<file path="src/rfrs_pkg.sv">
`timescale 1ns / 1ps

package rfrs_pkg;

  localparam int DEF_POS_FRAC_BITS = 4;
  localparam int DEF_POS_WIDTH     = 28;

  localparam int MODE_W  = 3;
  localparam int VEL_W   = 9;
  localparam int TOL_W   = 13;
  localparam int OUT_DW  = 16;

  localparam logic [TOL_W-1:0] TOL_RESET = 13'd16;

  localparam int VEL_FIRE  = 80;
  localparam int VEL_WIND  = 50;
  localparam int VEL_LIMIT = 200;

  // angles in whole degrees
  localparam int DEG_FIRE       = 80;
  localparam int DEG_FULL_AUTON = 5;
  localparam int DEG_FULL       = 2;
  localparam int DEG_PART       = 5;

  // 360 = 45 * 8, and 2^12 mod 45 == 1
  localparam int TURN_ODD   = 45;
  localparam int TURN_SHIFT = 3;
  localparam int CHUNK_W    = 12;

  typedef enum logic [MODE_W-1:0] {
    MODE_TICK      = 3'd0,
    MODE_FIRE      = 3'd1,
    MODE_FIRE_WIND = 3'd2,
    MODE_FIRE_PART = 3'd3,
    MODE_WIND      = 3'd4,
    MODE_WIND_PART = 3'd5,
    MODE_MANUAL    = 3'd6,
    MODE_STOP      = 3'd7
  } mode_t;

  typedef struct packed {
    logic                    emit;
    logic signed [VEL_W-1:0] velocity;
    logic                    busy;
  } rfrs_res_t;

  function automatic int pos_shift(int frac_bits);
    return frac_bits + TURN_SHIFT;
  endfunction

  function automatic int rem_width(int frac_bits);
    return frac_bits + TURN_SHIFT + 6;
  endfunction

  function automatic int chunk_count(int pos_w, int frac_bits);
    return (pos_w - frac_bits - TURN_SHIFT + CHUNK_W - 1) / CHUNK_W;
  endfunction

  function automatic int sum_width(int pos_w, int frac_bits);
    return CHUNK_W + $clog2(chunk_count(pos_w, frac_bits));
  endfunction

  function automatic int recip_shift(int pos_w, int frac_bits);
    return sum_width(pos_w, frac_bits) + 6;
  endfunction

  function automatic int recip_width(int pos_w, int frac_bits);
    return recip_shift(pos_w, frac_bits) - 4;
  endfunction

  function automatic int prod_width(int pos_w, int frac_bits);
    return sum_width(pos_w, frac_bits) + recip_width(pos_w, frac_bits);
  endfunction

endpackage

</file>
<file path="src/rfrs_reduce.sv">
`timescale 1ns / 1ps

module rfrs_reduce #(
  parameter int POS_FRAC_BITS = rfrs_pkg::DEF_POS_FRAC_BITS,
  parameter int POS_WIDTH     = rfrs_pkg::DEF_POS_WIDTH
) (
  input  logic                                                       clk,
  input  logic                                                       load,
  input  logic signed [POS_WIDTH-1:0]                                pos,
  output logic                                                       neg,
  output logic [rfrs_pkg::pos_shift(POS_FRAC_BITS)-1:0]              low,
  output logic [rfrs_pkg::sum_width(POS_WIDTH, POS_FRAC_BITS)-1:0]   sum,
  output logic [rfrs_pkg::prod_width(POS_WIDTH, POS_FRAC_BITS)-1:0]  prod
);

  localparam int SH   = rfrs_pkg::pos_shift(POS_FRAC_BITS);
  localparam int NCH  = rfrs_pkg::chunk_count(POS_WIDTH, POS_FRAC_BITS);
  localparam int CW   = rfrs_pkg::CHUNK_W;
  localparam int SW   = rfrs_pkg::sum_width(POS_WIDTH, POS_FRAC_BITS);
  localparam int K    = rfrs_pkg::recip_shift(POS_WIDTH, POS_FRAC_BITS);
  localparam int PW   = rfrs_pkg::prod_width(POS_WIDTH, POS_FRAC_BITS);
  localparam int MULT = ((1 << K) + rfrs_pkg::TURN_ODD - 1) / rfrs_pkg::TURN_ODD;

  logic [POS_WIDTH-1:0] mag;
  logic [NCH*CW-1:0]    quot;
  logic [SW-1:0]        sum_next;
  logic [PW-1:0]        prod_next;

  // |pos| / 2^SH is reduced mod 45 by adding 12-bit chunks
  always_comb begin
    mag  = pos[POS_WIDTH-1] ? (~pos + 1'b1) : pos;
    quot = (NCH*CW)'(mag >> SH);
    sum_next = '0;
    for (int i = 0; i < NCH; i++) begin
      sum_next = sum_next + SW'(quot[i*CW +: CW]);
    end
    // reciprocal of 45, exact over the whole sum range
    prod_next = PW'(sum_next) * PW'(MULT);
  end

  always_ff @(posedge clk) begin
    if (load) begin
      neg  <= pos[POS_WIDTH-1];
      low  <= mag[SH-1:0];
      sum  <= sum_next;
      prod <= prod_next;
    end
  end

endmodule

</file>
<file path="src/rfrs_seq.sv">
`timescale 1ns / 1ps

module rfrs_seq #(
  parameter int POS_FRAC_BITS = rfrs_pkg::DEF_POS_FRAC_BITS,
  parameter int POS_WIDTH     = rfrs_pkg::DEF_POS_WIDTH
) (
  input  logic                                                       clk,
  input  logic                                                       rst,
  input  logic                                                       en,
  input  logic [rfrs_pkg::MODE_W-1:0]                                mode,
  input  logic signed [POS_WIDTH-1:0]                                pos,
  input  logic                                                       auton,
  input  logic signed [rfrs_pkg::VEL_W-1:0]                          manual_velocity,
  input  logic [rfrs_pkg::TOL_W-1:0]                                 tol,
  input  logic                                                       neg,
  input  logic [rfrs_pkg::pos_shift(POS_FRAC_BITS)-1:0]              low,
  input  logic [rfrs_pkg::sum_width(POS_WIDTH, POS_FRAC_BITS)-1:0]   sum,
  input  logic [rfrs_pkg::prod_width(POS_WIDTH, POS_FRAC_BITS)-1:0]  prod,
  output rfrs_pkg::rfrs_res_t                                        res
);

  localparam int SH  = rfrs_pkg::pos_shift(POS_FRAC_BITS);
  localparam int RW  = rfrs_pkg::rem_width(POS_FRAC_BITS);
  localparam int SW  = rfrs_pkg::sum_width(POS_WIDTH, POS_FRAC_BITS);
  localparam int K   = rfrs_pkg::recip_shift(POS_WIDTH, POS_FRAC_BITS);
  localparam int PW  = rfrs_pkg::prod_width(POS_WIDTH, POS_FRAC_BITS);
  localparam int EW  = ((POS_WIDTH > RW) ? POS_WIDTH : RW) + 2;
  localparam int TW  = (RW > rfrs_pkg::TOL_W) ? RW : rfrs_pkg::TOL_W;
  localparam int VW  = rfrs_pkg::VEL_W;

  localparam logic signed [EW-1:0] TURN   = EW'(rfrs_pkg::TURN_ODD << SH);
  localparam logic signed [EW-1:0] D_FIRE = EW'(rfrs_pkg::DEG_FIRE << POS_FRAC_BITS);
  localparam logic signed [EW-1:0] D_FULL_AUTON =
    EW'(rfrs_pkg::DEG_FULL_AUTON << POS_FRAC_BITS);
  localparam logic signed [EW-1:0] D_FULL = EW'(rfrs_pkg::DEG_FULL << POS_FRAC_BITS);
  localparam logic signed [EW-1:0] D_PART = EW'(rfrs_pkg::DEG_PART << POS_FRAC_BITS);
  localparam logic signed [EW-1:0] P_MAX  = EW'((longint'(1) << (POS_WIDTH - 1)) - 1);
  localparam logic signed [EW-1:0] P_MIN  = -P_MAX - 1;

  localparam logic signed [VW-1:0] V_FIRE  = VW'(rfrs_pkg::VEL_FIRE);
  localparam logic signed [VW-1:0] V_WIND  = VW'(rfrs_pkg::VEL_WIND);
  localparam logic signed [VW-1:0] V_LIMIT = VW'(rfrs_pkg::VEL_LIMIT);

  function automatic logic signed [POS_WIDTH-1:0] sat_pos(logic signed [EW-1:0] v);
    logic signed [EW-1:0] c;
    c = (v > P_MAX) ? P_MAX : ((v < P_MIN) ? P_MIN : v);
    return c[POS_WIDTH-1:0];
  endfunction

  logic                        moving, moving_next;
  logic signed [POS_WIDTH-1:0] target_position, target_position_next;
  logic signed [VW-1:0]        target_velocity, target_velocity_next;
  logic                        chain_full_wind, chain_full_wind_next;
  logic                        chain_partial_wind, chain_partial_wind_next;

  rfrs_pkg::mode_t             cmd;
  logic [SW-1:0]               quot, quot_x45, r_full;
  logic [5:0]                  r45;
  logic [RW-1:0]               rem_mag, rem_floor;
  logic                        wound;
  logic signed [EW-1:0]        pos_e, rf_e, fire_d, wind_m, wind_base;
  logic signed [POS_WIDTH-1:0] fire_t, full_t, part_t;
  logic signed [VW-1:0]        mv_sat;
  logic                        fire_go;

  always_comb begin
    cmd      = rfrs_pkg::mode_t'(mode);
    quot     = SW'(prod[PW-1:K]);
    quot_x45 = (quot << 5) + (quot << 3) + (quot << 2) + quot;
    r_full   = sum - quot_x45;
    r45      = r_full[5:0];
    rem_mag  = {r45, low};
    // floor remainder in [0, turn)
    rem_floor = (neg && (rem_mag != '0)) ? (RW'(TURN) - rem_mag) : rem_mag;
    wound     = TW'(rem_mag) <= TW'(tol);

    pos_e  = EW'(pos);
    rf_e   = $signed(EW'(rem_floor));
    fire_d = D_FIRE - rf_e;
    if (fire_d < 0) begin
      fire_d = fire_d + TURN;
    end
    fire_t    = sat_pos(pos_e + fire_d);
    wind_m    = (rem_floor == '0) ? '0 : (TURN - rf_e);
    wind_base = pos_e + wind_m;
    full_t    = sat_pos(wind_base + (auton ? D_FULL_AUTON : D_FULL));
    part_t    = sat_pos(wind_base - D_PART);

    if (manual_velocity > V_LIMIT) begin
      mv_sat = V_LIMIT;
    end else if (manual_velocity < -V_LIMIT) begin
      mv_sat = -V_LIMIT;
    end else begin
      mv_sat = manual_velocity;
    end
  end

  always_comb begin
    moving_next             = moving;
    target_position_next    = target_position;
    target_velocity_next    = target_velocity;
    chain_full_wind_next    = chain_full_wind;
    chain_partial_wind_next = chain_partial_wind;
    res.emit     = 1'b0;
    res.velocity = '0;
    fire_go      = 1'b0;

    unique case (cmd)
      rfrs_pkg::MODE_TICK: begin
        if (moving) begin
          res.emit = 1'b1;
          if (target_position > pos) begin
            res.velocity = target_velocity;
          end else begin
            moving_next = 1'b0;
            // full wind takes precedence, partial stays pending
            if (chain_full_wind) begin
              chain_full_wind_next = 1'b0;
              if (!wound) begin
                target_position_next = full_t;
                target_velocity_next = V_WIND;
                moving_next          = 1'b1;
              end
            end else if (chain_partial_wind) begin
              chain_partial_wind_next = 1'b0;
              if (!wound) begin
                target_position_next = part_t;
                target_velocity_next = V_WIND;
                moving_next          = 1'b1;
              end
            end
          end
        end
      end
      rfrs_pkg::MODE_FIRE, rfrs_pkg::MODE_FIRE_WIND, rfrs_pkg::MODE_FIRE_PART: begin
        if (!chain_full_wind) begin
          fire_go              = 1'b1;
          res.emit             = 1'b1;
          res.velocity         = V_FIRE;
          target_position_next = fire_t;
          target_velocity_next = V_FIRE;
          moving_next          = 1'b1;
        end
        if (cmd == rfrs_pkg::MODE_FIRE_WIND) begin
          chain_full_wind_next = 1'b1;
        end
        if (cmd == rfrs_pkg::MODE_FIRE_PART) begin
          chain_partial_wind_next = 1'b1;
        end
      end
      rfrs_pkg::MODE_WIND: begin
        if (!chain_full_wind && !wound) begin
          target_position_next = full_t;
          target_velocity_next = V_WIND;
          moving_next          = 1'b1;
        end
      end
      rfrs_pkg::MODE_WIND_PART: begin
        if (!wound) begin
          target_position_next = part_t;
          target_velocity_next = V_WIND;
          moving_next          = 1'b1;
        end
      end
      rfrs_pkg::MODE_MANUAL: begin
        res.emit     = 1'b1;
        res.velocity = mv_sat;
      end
      rfrs_pkg::MODE_STOP: begin
        res.emit = 1'b1;
      end
    endcase

    res.busy = moving_next;
  end

  always_ff @(posedge clk) begin
    if (rst) begin
      moving             <= 1'b0;
      target_position    <= '0;
      target_velocity    <= '0;
      chain_full_wind    <= 1'b0;
      chain_partial_wind <= 1'b0;
    end else if (en) begin
      moving             <= moving_next;
      target_position    <= target_position_next;
      target_velocity    <= target_velocity_next;
      chain_full_wind    <= chain_full_wind_next;
      chain_partial_wind <= chain_partial_wind_next;
    end
  end

  a_rem_range: assert property (@(posedge clk) disable iff (rst)
    en |-> (r45 < 6'(rfrs_pkg::TURN_ODD)))
    else $error("turn remainder out of range");

  a_move_vel: assert property (@(posedge clk) disable iff (rst)
    moving |-> (target_velocity == V_FIRE || target_velocity == V_WIND))
    else $error("moving with unexpected target velocity");

  a_fire_moves: assert property (@(posedge clk) disable iff (rst)
    (en && fire_go) |=> (moving && target_velocity == V_FIRE))
    else $error("fire request did not start a move");

  a_arrive_clears: assert property (@(posedge clk) disable iff (rst)
    (en && cmd == rfrs_pkg::MODE_TICK && moving && !(target_position > pos))
      |=> !chain_full_wind)
    else $error("chained full wind still pending after arrival");

endmodule

</file>
<file path="src/rotary_fire_and_rewind_sequencer_top.sv">
`timescale 1ns / 1ps

// a request passes through the s1 and s2 registers, then its result is held in the output register
// one request per cycle while the output is not stalled; the move state updates as a request leaves s2
// an output register holds a stalled result while two more requests can be taken in
// reset (rst, synchronous) clears moving, target and chained winds, tolerance back to 16
// no clearing pass after reset; requests are taken from the first cycle out of reset
module rotary_fire_and_rewind_sequencer_top #(
  parameter int POS_FRAC_BITS = rfrs_pkg::DEF_POS_FRAC_BITS,
  parameter int POS_WIDTH     = rfrs_pkg::DEF_POS_WIDTH,
  localparam int IN_DW        = ((POS_WIDTH + 1 + rfrs_pkg::VEL_W + 7) / 8) * 8
) (
  input  logic                          clk,
  input  logic                          rst,
  input  logic                          cfg_wr_en,
  input  logic [rfrs_pkg::TOL_W-1:0]    cfg_wr_data,  // zero_tolerance
  input  logic                          s_tvalid,
  output logic                          s_tready,
  input  logic [IN_DW-1:0]              s_tdata,      // position, auton, manual_velocity, zeros
  input  logic [rfrs_pkg::MODE_W-1:0]   s_tuser,      // mode
  output logic                          m_tvalid,
  input  logic                          m_tready,
  output logic [rfrs_pkg::OUT_DW-1:0]   m_tdata       // velocity, busy_res, zeros
);

  localparam int SH = rfrs_pkg::pos_shift(POS_FRAC_BITS);
  localparam int SW = rfrs_pkg::sum_width(POS_WIDTH, POS_FRAC_BITS);
  localparam int PW = rfrs_pkg::prod_width(POS_WIDTH, POS_FRAC_BITS);
  localparam int VW = rfrs_pkg::VEL_W;

  logic [rfrs_pkg::TOL_W-1:0]  zero_tolerance;

  logic                        s1_valid;
  logic [rfrs_pkg::MODE_W-1:0] s1_mode;
  logic signed [POS_WIDTH-1:0] s1_pos;
  logic                        s1_auton;
  logic signed [VW-1:0]        s1_mv;

  logic                        s2_valid;
  logic [rfrs_pkg::MODE_W-1:0] s2_mode;
  logic signed [POS_WIDTH-1:0] s2_pos;
  logic                        s2_auton;
  logic signed [VW-1:0]        s2_mv;
  logic                        s2_neg;
  logic [SH-1:0]               s2_low;
  logic [SW-1:0]               s2_sum;
  logic [PW-1:0]               s2_prod;

  logic signed [VW-1:0]        out_vel;
  logic                        out_busy;

  logic                        out_free, s2_fire, s1_adv, in_acc;
  rfrs_pkg::rfrs_res_t         res;

  assign out_free = !m_tvalid || m_tready;
  assign s2_fire  = s2_valid && out_free;
  assign s1_adv   = s1_valid && (!s2_valid || out_free);
  assign s_tready = !s1_valid || !s2_valid || out_free;
  assign in_acc   = s_tvalid && s_tready;

  assign m_tdata = {(rfrs_pkg::OUT_DW - VW - 1)'(0), out_busy, out_vel};

  always_ff @(posedge clk) begin
    if (rst) begin
      zero_tolerance <= rfrs_pkg::TOL_RESET;
    end else if (cfg_wr_en) begin
      zero_tolerance <= cfg_wr_data;
    end
  end

  always_ff @(posedge clk) begin
    if (rst) begin
      s1_valid <= 1'b0;
      s2_valid <= 1'b0;
      m_tvalid <= 1'b0;
    end else begin
      if (in_acc) begin
        s1_valid <= 1'b1;
      end else if (s1_adv) begin
        s1_valid <= 1'b0;
      end
      if (s1_adv) begin
        s2_valid <= 1'b1;
      end else if (s2_fire) begin
        s2_valid <= 1'b0;
      end
      if (out_free) begin
        m_tvalid <= s2_fire && res.emit;
      end
    end
  end

  always_ff @(posedge clk) begin
    if (in_acc) begin
      s1_mode  <= s_tuser;
      s1_pos   <= s_tdata[POS_WIDTH-1:0];
      s1_auton <= s_tdata[POS_WIDTH];
      s1_mv    <= s_tdata[POS_WIDTH+VW:POS_WIDTH+1];
    end
    if (s1_adv) begin
      s2_mode  <= s1_mode;
      s2_pos   <= s1_pos;
      s2_auton <= s1_auton;
      s2_mv    <= s1_mv;
    end
    if (s2_fire && res.emit) begin
      out_vel  <= res.velocity;
      out_busy <= res.busy;
    end
  end

  rfrs_reduce #(
    .POS_FRAC_BITS (POS_FRAC_BITS),
    .POS_WIDTH     (POS_WIDTH)
  ) u_reduce (
    .clk  (clk),
    .load (s1_adv),
    .pos  (s1_pos),
    .neg  (s2_neg),
    .low  (s2_low),
    .sum  (s2_sum),
    .prod (s2_prod)
  );

  rfrs_seq #(
    .POS_FRAC_BITS (POS_FRAC_BITS),
    .POS_WIDTH     (POS_WIDTH)
  ) u_seq (
    .clk             (clk),
    .rst             (rst),
    .en              (s2_fire),
    .mode            (s2_mode),
    .pos             (s2_pos),
    .auton           (s2_auton),
    .manual_velocity (s2_mv),
    .tol             (zero_tolerance),
    .neg             (s2_neg),
    .low             (s2_low),
    .sum             (s2_sum),
    .prod            (s2_prod),
    .res             (res)
  );

endmodule

</file>
<file path="config.mk">
export PLATFORM = sky130hd
export DESIGN_NAME = rotary_fire_and_rewind_sequencer_top
export DESIGN_NICKNAME = d
export VERILOG_FILES = /design/src/rfrs_pkg.sv /design/src/rfrs_reduce.sv /design/src/rfrs_seq.sv /design/src/rotary_fire_and_rewind_sequencer_top.sv
export SDC_FILE = /design/constraint.sdc
export NUM_CORES = 1
export LEC_CHECK = 0
export BUFFER_PORTS_ARGS = -buffer_cell sky130_fd_sc_hd__buf_4
export CAP_MARGIN = 10
export CORE_MARGIN = 2
export CORE_UTILIZATION = 58
export CTS_BUF_LIST = sky130_fd_sc_hd__clkbuf_16
export CTS_CLUSTER_DIAMETER = 40
export DETAILED_ROUTE_END_ITERATION = 8
export PLACE_DENSITY = 0.79
export SYNTH_ARGS = -nofsm -noshare
export SYNTH_HDL_FRONTEND = slang
export SYNTH_SLANG_ARGS = --single-unit
</file>
<file path="constraint.sdc">
create_clock -name clk -period 9.92 [get_ports clk]
set_input_delay 0.496 -clock clk [delete_from_list [all_inputs] [get_ports clk]]
set_output_delay 0.496 -clock clk [all_outputs]
set_load 0.01 [all_outputs]
</file>
==> impl_metrics.tcl, run 1 <==
set metrics [dict create \
    cap_violations 0 \
    wl_per_cell_um 19.8 \
    status "finished, final reports clean" \
    cts.path.max_buffers 2 \
    synth_top_area_cell "edfxtp_1" \
    tns_ns 0 \
    cp_data_required_time_ns 10.27 \
    antenna_found_initial 0 \
    cts_tree "yes" \
    grt_usage_pct 31.0 \
    synth_top_family_by_area "compound AO/OA/AOI/OAI gates" \
    io_pins 79 \
    finalHoldViolCount 0 \
    routed_wl_mm 46.5 \
    die-area_um2 30300 \
    fill_cells 2317 \
    start_util_pct 58.6 \
    rrSetupSlack_ns 0.34 \
    crit_start "u_reduce.prod[20]" \
    yosysUniqueCellTypes 100 \
    grt_pass1_wl_mm 74.5 \
    overflow 0 \
    synthesis.area_um2 16800 \
    grtUsageMet2_pct 49.8 \
    synth-seq-cells 160 \
    hold_end "s1_mv[1]" \
    drv_slew 0 \
    start_kind "flip-flop" \
    slowest_delay_ns 0.60 \
    n_antenna_cell 0 \
    core-area_um2 28600 \
    synth_edf_count 110 \
    io_buffers 70 \
    synth-xor-area-share_pct 9.16 \
    nets 2257 \
    placed_area_um2 18000 \
    synth.area.top_cells "edfxtp_1 20%, ha_1 15%, dfxtp_1 6.0%" \
    cts_sinks 160 \
    relSlewSlack_pct 28.0 \
    drc 0 \
    cts-hold-fix-buffers 0 \
    timing.final.crit_share_pct 96.5 \
    period_minus_slack_ns 9.58 \
    area_delta_synth_final_pct 11.2 \
    clock_latency_ns 0.46 \
    dieWidth_um 174 \
    hold_path_startpoint "s_tdata[30]" \
    clock.fmax_ghz 0.104 \
    via_per_inst 6.32 \
    ys_warn_count 0 \
    path_max_fanout 20 \
    min_path_cells 1 \
    use_met3_pct 4.64 \
    reg2reg_depth 38 \
    setup_violations 0 \
    hold_class "input port to flip-flop" \
    dr.first_iter.drc_count 1613 \
    final_area_um2 18600 \
    cts_inserted_buffers 17 \
    drive_gt1_share_pct 11.7 \
    worstPathArrival_ns 9.92 \
    dr.pass1.iters 6 \
    yosys-mux-area-fraction_pct 1.05 \
    synth_top_area_share_pct 19.7 \
    grt.busiest_layer "met2" \
    met1_usage_pct 41.9 \
    ant_nets 0 \
    yosys.area_share.simple_pct 15.9 \
    ys_seq_area_share_pct 25.7 \
    clkTransAtPathRegs_ns 0.08 \
    postLayoutCoreUtil_pct 65.1 \
    synthAdderAreaFrac_pct 20.6 \
    ys.flop_type "edfxtp_1" \
    crit_slowest_cell "or4b_4" \
    r2r_end "u_seq.target_position[8]" \
    async_flop_share_pct 0 \
    via_count 14800 \
    dpl.hpwl_mm 37.3 \
    fin_hold_ws_ns 0.212 \
    htreeDepth 4 \
    critical_path_class "flip-flop to flip-flop" \
    cts_root_buf "clkbuf_16" \
    syn_avg_cell_area_um2 9.02 \
    rows 62 \
    skew_ns 0.0192 \
    routabilityCongestion 1.05 \
    postSynthCellCount 1859 \
    synth_compound_area_share_pct 21.8 \
    grt_pass1_vias 14300 \
    worst_pin_slew_ns 1.08 \
    rr_startpoint "u_reduce.prod[20]" \
    grt_max_degree 60 \
    die_y_um 174 \
    end_kind "flip-flop" \
]
[worst max-delay path by stage]
stage,cells past startpoint,to,slack [ns]
floorplan,35,u_seq.target_position[25],0.52
global placement,36,u_seq.target_position[5],0.39
detailed placement,37,u_seq.target_position[16],0.12
CTS,37,u_seq.target_position[16],0.1
global route,37,u_seq.target_position[16],-0.01
finish,38,u_seq.target_position[8],0.34
[kinds of logic after synthesis]
kind of cell,after synthesis
compound gates,522
simple gates,506
fa+ha+maj,247
buf+inv,239
xor+xnor,167
flops,160
mux,17
other cells,1
[routing by layer]
metal / part of all wire [%] / vias to the layer above
met5: 0 / -
met4: 4.1 / 0
met3: 8.5 / 117
met2: 45 / 701
met1: 43 / 7039
li1: - / 6979
[metrics by stage]
stage / instances / setup WS [ns]
6_report: 2346 / 0.342
5_1_grt: 2346 / -0.0137
4_1_cts: 2345 / 0.0988
3_5_place_dp: 2313 / 0.117
3_3_place_gp: 2313 / 0.386
2_1_floorplan: 1864 / 0.518
[what timing repair did]
| item | 4_1_cts | 5_1_grt |
|---|---|---|
| endpoints found under the setup margin | 0 | 27 |
| resized for setup | 0 | 12 |
| buffers inserted | 0 | 1 |
[layout make-up]
type / instances / area [um^2] / area share, %
Sequential cell: 160 / 4300 / 23.1
Clock inverter: 15 / 194 / 1.04
Clock buffer: 17 / 425 / 2.28
Timing Repair Buffer: 124 / 956 / 5.13
Multi-Input combinational cell: 1465 / 11600 / 62.2
Tap cell: 384 / 480 / 2.58
Inverter: 181 / 679 / 3.64
[Yosys cell counts, drive strengths merged, types with 11 or more instances]
cell type  instances
nand2b            17
a21o              52
xnor2            115
nand3             51
mux2i             15
o21a              25
nor2             136
ha               198
o31ai             16
o21bai            20
o211ai            14
xor2              50
edfxtp           110
o32ai             12
nand2            114
a21oi            136
fa                49
or4               11
nor2b             13
o21ai             92
a31oi             19
nand4             22
a211oi            22
nor4              16
nor3              39
and2              21
clkbuf            39
or3               20
a221oi            20
buf               19
dfxtp             50
inv              181
[critical path, delay by kind of cell (launching register included)]
family | cells | cell delay [ns]
fa+ha+maj | 6 | 2.02
simple gates | 11 | 2.30
mux | 1 | 0.34
buf+inv | 7 | 0.95
xor+xnor | 1 | 0.51
flops | 1 | 0.43
compound gates | 12 | 2.89
[registers in the layout, summed over array words and instances (netlist names), 3 cells and up]
name and cells:
s2_pos 28, u_seq.target_velocity 3, s1_mode 3, zero_tolerance 13, s2_mode 3, u_seq.target_position 28, s2_mv 9, s1_mv 9
u_reduce.prod 6, u_reduce.low 6, u_reduce.sum 6, out_vel 9, s1_pos 28
[placed cells by master (no fill, tap or decap), types with 17 or more instances in the layout]
| cell | n |
|---|---|
| dfxtp_1 | 50 |
| nand2_1 | 114 |
| nor3_1 | 37 |
| and2_1 | 18 |
| ha_1 | 197 |
| nand4_1 | 22 |
| o21ai_0 | 85 |
| inv_1 | 180 |
| a221oi_1 | 20 |
| o21a_1 | 25 |
| nor2_1 | 136 |
| xor2_1 | 49 |
| clkbuf_16 | 17 |
| xnor2_1 | 111 |
| a211oi_1 | 20 |
| or3_1 | 18 |
| fa_1 | 49 |
| edfxtp_1 | 110 |
| a21oi_1 | 129 |
| nand2b_1 | 17 |
| buf_4 | 122 |
| nand3_1 | 47 |
| a21o_1 | 52 |
| o21bai_1 | 20 |
Power of run 1 is not shown: default switching activity piles up to over one toggle a cycle in this logic, so the estimate is an artifact.
==> inputs of run 2 (changes only) <==
--- a/config.mk
+++ b/config.mk
@@ -8,11 +8,11 @@
 export BUFFER_PORTS_ARGS = -buffer_cell sky130_fd_sc_hd__buf_4
 export CAP_MARGIN = 10
 export CORE_MARGIN = 2
-export CORE_UTILIZATION = 58
+export CORE_UTILIZATION = 64
 export CTS_BUF_LIST = sky130_fd_sc_hd__clkbuf_16
 export CTS_CLUSTER_DIAMETER = 40
 export DETAILED_ROUTE_END_ITERATION = 8
-export PLACE_DENSITY = 0.79
+export PLACE_DENSITY = 0.83
 export SYNTH_ARGS = -nofsm -noshare
 export SYNTH_HDL_FRONTEND = slang
 export SYNTH_SLANG_ARGS = --single-unit
==> constraint.sdc (replaced) <==
create_clock -name clk -period 10.8 [get_ports clk]
set_input_delay 0.54 -clock clk [delete_from_list [all_inputs] [get_ports clk]]
set_output_delay 0.54 -clock clk [all_outputs]
set_load 0.01 [all_outputs]
==> impl_metrics.tcl, run 2 (synthesized netlist as in run 1, its figures left out) <==
set metrics [dict create \
    status "finished, final reports clean" \
    cts_sinks 160 \
    cts.path.max_buffers 2 \
    placed_area_um2 17600 \
    period_minus_slack_ns 10.20 \
    grt_usage_pct 35.5 \
    dpl.hpwl_mm 38.1 \
    wl_per_cell_um 21.5 \
    skew_ns 0.0157 \
    clock_latency_ns 0.45 \
    crit_slowest_cell "or3_1" \
    clock.fmax_ghz 0.0981 \
    rr_startpoint "u_reduce.prod[20]" \
    dieWidth_um 166 \
    routed_wl_mm 48.6 \
    critical_path_class "flip-flop to flip-flop" \
    via_per_inst 6.61 \
    reg2reg_depth 36 \
    worstPathArrival_ns 10.51 \
    hold_path_startpoint "s_tdata[36]" \
    worst_pin_slew_ns 1.04 \
    cts_inserted_buffers 17 \
    hold_class "input port to flip-flop" \
    via_count 15000 \
    drv_slew 0 \
    fin_cells 2265 \
    io_pins 79 \
    tns_ns 0 \
    rsz0062_at_grt "yes" \
    clkTransAtPathRegs_ns 0.08 \
    nets 2225 \
    slowest_delay_ns 0.68 \
    finalHoldViolCount 0 \
    rows 59 \
    io_buffers 70 \
    relSlewSlack_pct 30.3 \
    timing.final.crit_share_pct 94.4 \
    antenna_found_initial 2 \
    path_max_fanout 15 \
    hold_end "s1_mv[7]" \
    grt_pass1_vias 14400 \
    min_path_cells 1 \
    cap_violations 0 \
    dr.pass1.iters 5 \
    n_antenna_cell 0 \
    r2r_end "u_seq.target_position[0]" \
    drive_gt1_share_pct 9.74 \
    start_util_pct 64.7 \
    end_kind "flip-flop" \
    cts_tree "yes" \
    final_common_cell "ha_1" \
    dp_cells 2231 \
    reg.largest.list "s1_pos: 28 flops, s2_pos: 28 flops, u_seq.target_position: 28 flops" \
    final_cell_mix "198 x ha_1, 180 x inv_1, 136 x nor2_1" \
    area_delta_synth_final_pct 8.90 \
    fill_cells 1984 \
    dr.first_iter.drc_count 1658 \
    die-area_um2 27500 \
    start_kind "flip-flop" \
    final_area_um2 18300 \
    drc 0 \
    core-area_um2 25900 \
    die_y_um 166 \
    setup_violations 0 \
    overflow 0 \
    grt_max_degree 60 \
    grt_pass1_wl_mm 77.5 \
    cts_root_buf "clkbuf_16" \
    routabilityCongestion 0.974 \
    rrSetupSlack_ns 0.60 \
    ant_nets 0 \
    cp_data_required_time_ns 11.11 \
    htreeDepth 4 \
]
[run 2: changes by cell type in the layout (fill, tap and decap cells not counted), moves of 2 or more]
cell     previous run  this run
buf_4             122        92
buf_12              2         0
xnor2_1           111       113
xnor2_2             3         1
[run 2: what timing repair did]
action	in CTS	in global routing
gates resized for setup	0	2
hold buffers	0	0
buffers inserted	0	2
endpoints found under the setup margin	0	22
[run 2: worst max-delay path by stage]
| stage | start | end | depth (start not counted) |
|---|---|---|---|
| detailed placement | u_reduce.prod[20] | u_seq.target_position[2] | 37 |
| global placement | u_reduce.prod[20] | u_seq.target_position[17] | 37 |
| floorplan | u_reduce.prod[20] | u_seq.target_position[25] | 35 |
| CTS | u_reduce.prod[20] | u_seq.target_position[2] | 37 |
| finish | u_reduce.prod[20] | u_seq.target_position[0] | 36 |
| global route | u_reduce.prod[20] | u_seq.target_position[2] | 37 |
[run 2: critical path, delay by kind of cell (launching register included)]
family | cells | cell delay, ns
AOI/OAI and AO/OA | 13 | 2.68
xor gates and xnor gates | 2 | 1.23
adders and majority gates | 6 | 2.14
buffers and inverters | 4 | 0.36
DFF | 1 | 0.44
muxes | 1 | 0.34
and+or+nand+nor | 10 | 2.86
[run 2: routing by layer]
metal	routed length [um]	vias to the layer above	part of all wire (%)	global-route usage (%)
li1	-	6926	-	-
met1	19600	7097	40	47.2
met2	22400	782	46	57.8
met3	4620	165	9.5	5.86
met4	1990	4	4.1	14.6
met5	27	-	0.056	0
[run 2: layout make-up]
cell class	instances	area, um^2	share of cell area, %
Inverter	181	679	3.72
Clock buffer	17	425	2.33
Clock inverter	15	189	1.03
Timing Repair Buffer	92	691	3.78
Multi-Input combinational cell	1465	11600	63.3
Tap cell	335	419	2.29
Sequential cell	160	4300	23.6
[run 2: through the flow]
step                      util, %  setup slack, ns  hold WS (ns)
after floorplan                 -             1.40         0.400
after global placement       68.0            0.806         0.403
after detailed placement     68.0            0.590         0.405
after CTS                    70.4            0.508         0.259
after global routing         70.5          -0.0111         0.256
final                        70.5            0.602         0.260
Power of run 2 is left out for the same reason.
